[src/rtl/mevb_pkg.sv]
`default_nettype none
// ----------------------------------------------------------------------------
// mevb_pkg
// Types and constants shared by the event byte encoder modules.
// ----------------------------------------------------------------------------
package mevb_pkg;

    localparam int DELTA_W   = 28;
    localparam int GROUP_W   = 7;
    localparam int BYTE_W    = 8;
    localparam int KIND_W    = 4;
    localparam int CHAN_W    = 4;

    localparam logic [KIND_W-1:0] KIND_FIRST = 4'd8;   // note-off
    localparam logic [KIND_W-1:0] KIND_LAST  = 4'd14;  // pitch-bend
    localparam logic [BYTE_W-1:0] VLQ_CONT   = 8'h80;

    typedef struct packed {
        logic [DELTA_W-1:0] delta_ticks;
        logic [KIND_W-1:0]  event_kind;
        logic [BYTE_W-1:0]  first_param;
        logic [BYTE_W-1:0]  second_param;
    } t_in_item;

    typedef struct packed {
        logic [BYTE_W-1:0] out_byte;
        logic              last_byte;
    } t_out_item;

    // classified event, as queued between front and back
    typedef struct packed {
        logic [DELTA_W-1:0] delta;
        logic [1:0]         grp_last;   // index of most significant VLQ group
        logic [BYTE_W-1:0]  status;
        logic [BYTE_W-1:0]  p1;
        logic [BYTE_W-1:0]  p2;
        logic               has_p2;
    } t_desc;

endpackage
`default_nettype wire

[src/rtl/midi_event_byte_encoder.sv]
`default_nettype none
// ----------------------------------------------------------------------------
// midi_event_byte_encoder
// Encodes MIDI channel events into file bytes (VLQ delta, status, params).
// ----------------------------------------------------------------------------
// An event is taken and queued; the serializer then emits one byte per
// cycle while the output is not stalled: 1 to 4 delta bytes, the status
// byte, parameter 1 and, when nonzero, parameter 2. Input accepts back
// to back until the QUEUE_DEPTH-entry queue is full; events of
// unsupported kinds are dropped at the input and emit nothing. The output
// byte register sets the sustained rate of one byte per cycle while the
// output is not stalled. The channel register is sampled on acceptance.
module midi_event_byte_encoder #(
    parameter int QUEUE_DEPTH = 4
) (
    input  wire logic                        i_clk,
    input  wire logic                        i_rst_n,
    input  wire logic                        i_cfg_we,
    input  wire logic [mevb_pkg::CHAN_W-1:0] i_cfg_data,
    input  wire logic                        i_in_valid,
    output logic                             o_in_stall,
    input  mevb_pkg::t_in_item               i_in,
    output logic                             o_out_valid,
    input  wire logic                        i_out_stall,
    output mevb_pkg::t_out_item              o_out
);

    logic            push;
    logic            pop;
    logic            q_full;
    logic            q_empty;
    mevb_pkg::t_desc desc;
    mevb_pkg::t_desc head;

    mevb_front u_front (
        .i_clk      (i_clk),
        .i_rst_n    (i_rst_n),
        .i_cfg_we   (i_cfg_we),
        .i_cfg_data (i_cfg_data),
        .i_in_valid (i_in_valid),
        .i_in       (i_in),
        .i_q_full   (q_full),
        .o_in_stall (o_in_stall),
        .o_push     (push),
        .o_desc     (desc)
    );

    mevb_queue #(
        .DEPTH (QUEUE_DEPTH)
    ) u_queue (
        .i_clk   (i_clk),
        .i_rst_n (i_rst_n),
        .i_push  (push),
        .i_desc  (desc),
        .i_pop   (pop),
        .o_full  (q_full),
        .o_empty (q_empty),
        .o_head  (head)
    );

    mevb_back u_back (
        .i_clk       (i_clk),
        .i_rst_n     (i_rst_n),
        .i_q_empty   (q_empty),
        .i_head      (head),
        .o_pop       (pop),
        .i_out_stall (i_out_stall),
        .o_out_valid (o_out_valid),
        .o_out       (o_out)
    );

endmodule
`default_nettype wire

[src/rtl/mevb_front.sv]
`default_nettype none
// ----------------------------------------------------------------------------
// mevb_front
// Accepts events, drops unsupported kinds, builds the queued descriptor.
// ----------------------------------------------------------------------------
module mevb_front (
    input  wire logic                           i_clk,
    input  wire logic                           i_rst_n,
    input  wire logic                           i_cfg_we,
    input  wire logic [mevb_pkg::CHAN_W-1:0]    i_cfg_data,
    input  wire logic                           i_in_valid,
    input  mevb_pkg::t_in_item                  i_in,
    input  wire logic                           i_q_full,
    output logic                                o_in_stall,
    output logic                                o_push,
    output mevb_pkg::t_desc                     o_desc
);

    logic [mevb_pkg::CHAN_W-1:0] r_channel;
    logic                        kind_ok;

    always_ff @(posedge i_clk) begin
        if (!i_rst_n) begin
            r_channel <= '0;
        end else if (i_cfg_we) begin
            r_channel <= i_cfg_data;
        end
    end

    always_comb begin
        kind_ok = (i_in.event_kind >= mevb_pkg::KIND_FIRST) &&
                  (i_in.event_kind <= mevb_pkg::KIND_LAST);
        o_in_stall = i_q_full;
        o_push     = i_in_valid && !i_q_full && kind_ok;

        o_desc.delta  = i_in.delta_ticks;
        o_desc.status = {i_in.event_kind, r_channel};
        o_desc.p1     = i_in.first_param;
        o_desc.p2     = i_in.second_param;
        o_desc.has_p2 = (i_in.second_param != '0);
        if (i_in.delta_ticks[27:21] != '0) begin
            o_desc.grp_last = 2'd3;
        end else if (i_in.delta_ticks[20:14] != '0) begin
            o_desc.grp_last = 2'd2;
        end else if (i_in.delta_ticks[13:7] != '0) begin
            o_desc.grp_last = 2'd1;
        end else begin
            o_desc.grp_last = 2'd0;
        end
    end

endmodule
`default_nettype wire

[src/rtl/mevb_queue.sv]
`default_nettype none
// ----------------------------------------------------------------------------
// mevb_queue
// Small descriptor FIFO decoupling the classifier from the serializer.
// ----------------------------------------------------------------------------
module mevb_queue #(
    parameter int DEPTH = 4
) (
    input  wire logic       i_clk,
    input  wire logic       i_rst_n,
    input  wire logic       i_push,
    input  mevb_pkg::t_desc i_desc,
    input  wire logic       i_pop,
    output logic            o_full,
    output logic            o_empty,
    output mevb_pkg::t_desc o_head
);

    localparam int PTR_W = (DEPTH > 1) ? $clog2(DEPTH) : 1;
    localparam int CNT_W = $clog2(DEPTH + 1);

    mevb_pkg::t_desc   r_mem [DEPTH];
    logic [PTR_W-1:0]  r_wr_ptr;
    logic [PTR_W-1:0]  r_rd_ptr;
    logic [CNT_W-1:0]  r_count;

    function automatic logic [PTR_W-1:0] ptr_inc(input logic [PTR_W-1:0] p);
        if (p == PTR_W'(DEPTH - 1)) begin
            return '0;
        end
        return p + PTR_W'(1);
    endfunction

    assign o_full  = (r_count == CNT_W'(DEPTH));
    assign o_empty = (r_count == '0);
    assign o_head  = r_mem[r_rd_ptr];

    always_ff @(posedge i_clk) begin
        if (i_push) begin
            r_mem[r_wr_ptr] <= i_desc;
        end
    end

    always_ff @(posedge i_clk) begin
        if (!i_rst_n) begin
            r_wr_ptr <= '0;
            r_rd_ptr <= '0;
            r_count  <= '0;
        end else begin
            if (i_push) begin
                r_wr_ptr <= ptr_inc(r_wr_ptr);
            end
            if (i_pop) begin
                r_rd_ptr <= ptr_inc(r_rd_ptr);
            end
            case ({i_push, i_pop})
                2'b10:   r_count <= r_count + CNT_W'(1);
                2'b01:   r_count <= r_count - CNT_W'(1);
                default: r_count <= r_count;
            endcase
        end
    end

endmodule
`default_nettype wire

[src/rtl/mevb_back.sv]
`default_nettype none
// ----------------------------------------------------------------------------
// mevb_back
// Walks the head descriptor one byte per cycle, unless the output stalls, into the output register.
// ----------------------------------------------------------------------------
module mevb_back (
    input  wire logic         i_clk,
    input  wire logic         i_rst_n,
    input  wire logic         i_q_empty,
    input  mevb_pkg::t_desc   i_head,
    output logic              o_pop,
    input  wire logic         i_out_stall,
    output logic              o_out_valid,
    output mevb_pkg::t_out_item o_out
);

    logic [2:0]                  r_idx;
    logic                        r_out_vld;
    mevb_pkg::t_out_item         r_out;
    mevb_pkg::t_out_item         n_out;

    logic [2:0]                  gl_ext;
    logic [2:0]                  last_idx;
    logic [1:0]                  grp;
    logic [mevb_pkg::GROUP_W-1:0] grp_bits;
    logic                        load_en;
    logic                        advance;

    always_comb begin
        gl_ext   = {1'b0, i_head.grp_last};
        last_idx = gl_ext + 3'd2 + {2'b00, i_head.has_p2};
        grp      = i_head.grp_last - r_idx[1:0];
        unique case (grp)
            2'd0: grp_bits = i_head.delta[6:0];
            2'd1: grp_bits = i_head.delta[13:7];
            2'd2: grp_bits = i_head.delta[20:14];
            2'd3: grp_bits = i_head.delta[27:21];
            default: grp_bits = '0;
        endcase

        if (r_idx <= gl_ext) begin
            n_out.out_byte = {1'b0, grp_bits} |
                             ((r_idx != gl_ext) ? mevb_pkg::VLQ_CONT : '0);
        end else if (r_idx == gl_ext + 3'd1) begin
            n_out.out_byte = i_head.status;
        end else if (r_idx == gl_ext + 3'd2) begin
            n_out.out_byte = i_head.p1;
        end else begin
            n_out.out_byte = i_head.p2;
        end
        n_out.last_byte = (r_idx == last_idx);

        load_en = !r_out_vld || !i_out_stall;
        advance = !i_q_empty && load_en;
        o_pop   = advance && n_out.last_byte;
    end

    always_ff @(posedge i_clk) begin
        if (!i_rst_n) begin
            r_idx     <= '0;
            r_out_vld <= 1'b0;
        end else begin
            if (advance) begin
                r_idx <= n_out.last_byte ? 3'd0 : r_idx + 3'd1;
            end
            if (load_en) begin
                r_out_vld <= !i_q_empty;
            end
        end
    end

    always_ff @(posedge i_clk) begin
        if (advance) begin
            r_out <= n_out;
        end
    end

    assign o_out_valid = r_out_vld;
    assign o_out       = r_out;

endmodule
`default_nettype wire

[config.mk]
export PLATFORM = sky130hd
export DESIGN_NAME = midi_event_byte_encoder
export DESIGN_NICKNAME = d
export VERILOG_FILES = /design/src/rtl/mevb_pkg.sv /design/src/rtl/midi_event_byte_encoder.sv /design/src/rtl/mevb_front.sv /design/src/rtl/mevb_queue.sv /design/src/rtl/mevb_back.sv
export SDC_FILE = /design/constraint.sdc
export NUM_CORES = 1
export LEC_CHECK = 0
export ABC_AREA = 1
export BUFFER_PORTS_ARGS = -buffer_cell sky130_fd_sc_hd__buf_2
export CORE_ASPECT_RATIO = 1.25
export CORE_MARGIN = 8
export CORE_UTILIZATION = 33
export DETAILED_ROUTE_END_ITERATION = 8
export GPL_TIMING_DRIVEN = 0
export PLACE_DENSITY = 0.53
export REMOVE_ABC_BUFFERS = 1
export SKIP_LAST_GASP = 1
export SLEW_MARGIN = 20
export SYNTH_ARGS = -nofsm -noshare
export SYNTH_HDL_FRONTEND = slang
export SYNTH_SLANG_ARGS = --single-unit
[constraint.sdc]
create_clock -name i_clk -period 4.3 [get_ports i_clk]
set_input_delay 0.43 -clock i_clk [delete_from_list [all_inputs] [get_ports i_clk]]
set_output_delay 0.43 -clock i_clk [all_outputs]
set_load 0.01 [all_outputs]
==> results.toml <==
[cells_and_area]
syn2layout_area_growth_pct = 18.84
drive_gt1_share_pct = 15.36
fillers = 2833
final_net_count = 983
final_cells = 1333
postLayoutCellArea_um2 = 11980
fin_util_pct = 39.76

[logic_synthesis]
syn_area_per_cell_um2 = 12.00
syn-cell-area_um2 = 10080
ys_ff_latch = 246
postSynthCellCount = 840
async_reset_ff_share_pct = 0
synth_flop_cell = "edfxtp_1"
synth_cell_types = 34
ys_warn_count = 0
yosysSeqAreaShare_pct = 71.62
synth_edf_count = 229

[global_route]
grt_pass1_vias = 6406
grt_max_degree = 76
antenna_found_initial = 1
gr-total-overflow = 0
grt_pass1_wl_um = 36020
grt_use_total_pct = 12.76

[power]
power_density_nw_per_um2 = 485.9
total_power_mw = 5.818
peakVddDrop_v = 0.0002500
p_leak_nw = 4.312

[sta]
timing_worst_slew_pin_value_ns = 0.7858
period_share_pct = 92.49
hold_viol_final = 0
rsz0062_at_grt = "false"
fin_skew_ns = 0.008657
setup_violations = 0
slew_headroom_pct = 47.61
setup_slack_ns = 0.3231
max_freq_mhz = 251.5
fin_crit_ns = 3.977
slew_violations = 0

[floorplan]
die_h_um = 211.4
initial_core_util_pct = 33.46
fp.coreArea_um2 = 30120
pin_count = 68
rows = 71
die_x_um = 172.3
die_area_um2 = 36420

[status]
status = "completed"

[cts]
cts.sinks = 246
htreeDepth = 1
root_buffer = "clkbuf_16"
clk_pin_slew_ns = 0.06
cts_tree = "built"
postCtsHoldBufs = 0
cts_buffers = 25
clockBufferDepth = 3
insertion_delay_ns = 0.51

[flow_run]
max_cap_violations = 0

[routing]
drtIter0Drc = 321
drtPass1Iterations = 4
postRouteAntennaNets = 0
vias = 6270
vias_per_cell = 4.704
wl_per_cell_um = 17.36
routed_wl_um = 23140
drcViolationCount = 0

[place]
placed_cell_area_um2 = 11100
portBuffers = 67
placed_cells = 1284
gp_congestion = 0.7438
hpwl_um = 15300
dp_slack_ns = 0.2297

[worst_setup_path]
r2r_setup_slack_ns = 0.32
end_kind = "flop"
cp_max_fo = 75
crit_type = "reg -> reg"
worstPathArrival_ns = 4.35
critPathRequiredTime_ns = 4.68
worstSetupStartpointType = "flop"

[min_path]
hp-class = "in -> reg"
## registers in the layout (all words and copies together) (netlist names), named ones only
register,flops
u_back.r_idx,3
u_queue.r_rd_ptr,2
u_queue.r_wr_ptr,2
u_back.o_out,9
u_queue.r_count,3
u_front.r_channel,4
u_back.o_out_valid,1
u_queue.r_mem,220
## what timing repair did
item,in CTS,in global routing
gates resized for setup,0,0
endpoints found under the hold margin,0,0
setup endpoints to repair,0,1
buffers inserted,0,3
## metrics by stage
stage               setup TNS (ns)  hold slack (ns)
floorplan                   -9.986           0.4548
global placement           -494.01           0.4817
detailed placement               0           0.4838
CTS                              0           0.1222
global route                     0           0.1221
finish                           0           0.1375
## report_power, final
part	internal [mW]	switching (mW)	leakage [nW]
Clock	1.34	0.857	0.416
Combinational	0.266	0.549	1.66
Sequential	2.75	0.0588	2.23
## cells in the mapped netlist (2+ instances only)
library cell	n	area share, %
nor4_1	5	0.31
nand2_1	85	3.2
buf_6	4	0.45
inv_2	4	0.15
o22ai_1	26	1.6
clkbuf_1	14	0.52
xnor2_1	2	0.17
a21oi_1	15	0.74
xor2_1	3	0.26
dfxtp_1	17	3.4
nor2_1	179	6.7
buf_2	11	0.55
nor3_1	5	0.25
edfxtp_1	229	68
inv_1	35	1.3
nand3_1	21	1.0
o21ai_1	21	1.0
o211a_1	2	0.20
buf_4	8	0.60
nand2_2	3	0.19
a211oi_1	2	0.15
a31oi_1	8	0.50
nand4_1	10	0.62
ha_1	12	1.5
o21ai_0	110	5.5
## worst max-delay path, stage by stage (launching register included)
cell     delay (ns)
dfxtp_4        0.50
buf_16         0.28
inv_6          0.28
buf_16         0.31
nand2_1        0.09
a32oi_1        0.41
inv_1          0.09
ha_1           0.38
inv_2          0.12
nor3_1         0.26
inv_1          0.07
nand2_1        0.35
inv_1          0.17
a31oi_1        0.21
o21ai_1        0.14
nand2_1        0.08
## worst paths after layout
check | start | depth (start not counted) | to
worst min-delay path | i_in[26] | 1 | u_queue.r_mem[2][33]
worst max-delay path | flop | 15 | u_back.o_out[4]
worst min register to register | u_queue.r_rd_ptr[1] | 2 | flop
worst max register to register | flop | 15 | u_back.o_out[4]
## per-layer routing
layer,global-route usage (%),routed length (um)
met2,22.96,12000
met5,0,0
met4,3.990,465
met3,2.124,926
met1,15.23,9737
## final cells by class
cell class                 instances  area (um2)  share of cell area [%]
multi-input combinational        517        2527                   21.11
tap                              401       501.7                   4.190
clock inverter                    15       182.7                   1.525
timing repair buffer              84       720.7                   6.018
inverter                          39       153.9                   1.285
clock buffer                      30       664.4                   5.548
sequential                       246        7222                   60.31
antenna                            1       2.502                 0.02090
## layout by cell type (no fill, tap or decap), types with 12 or more instances in the layout
| master | netlist | routed |
|---|---|---|
| edfxtp_1 | 229 | 229 |
| nor2_1 | 179 | 175 |
| o21ai_0 | 110 | 110 |
| nand2_1 | 85 | 85 |
| buf_2 | 11 | 67 |
| inv_1 | 35 | 35 |
| o22ai_1 | 26 | 26 |
| clkbuf_16 | 0 | 25 |
| nand3_1 | 21 | 21 |
| o21ai_1 | 21 | 21 |
| a21oi_1 | 15 | 15 |
| dfxtp_1 | 17 | 15 |
| ha_1 | 12 | 12 |
## logic make-up after synthesis
family,after synthesis,synth area share (%)
fa+ha+maj,13,1.689
compound gates,185,9.796
flops,246,71.62
xor+xnor,5,0.4346
simple gates,314,12.86
buf+inv,77,3.601
No activity file was read; power rests on OpenSTA's default activity.
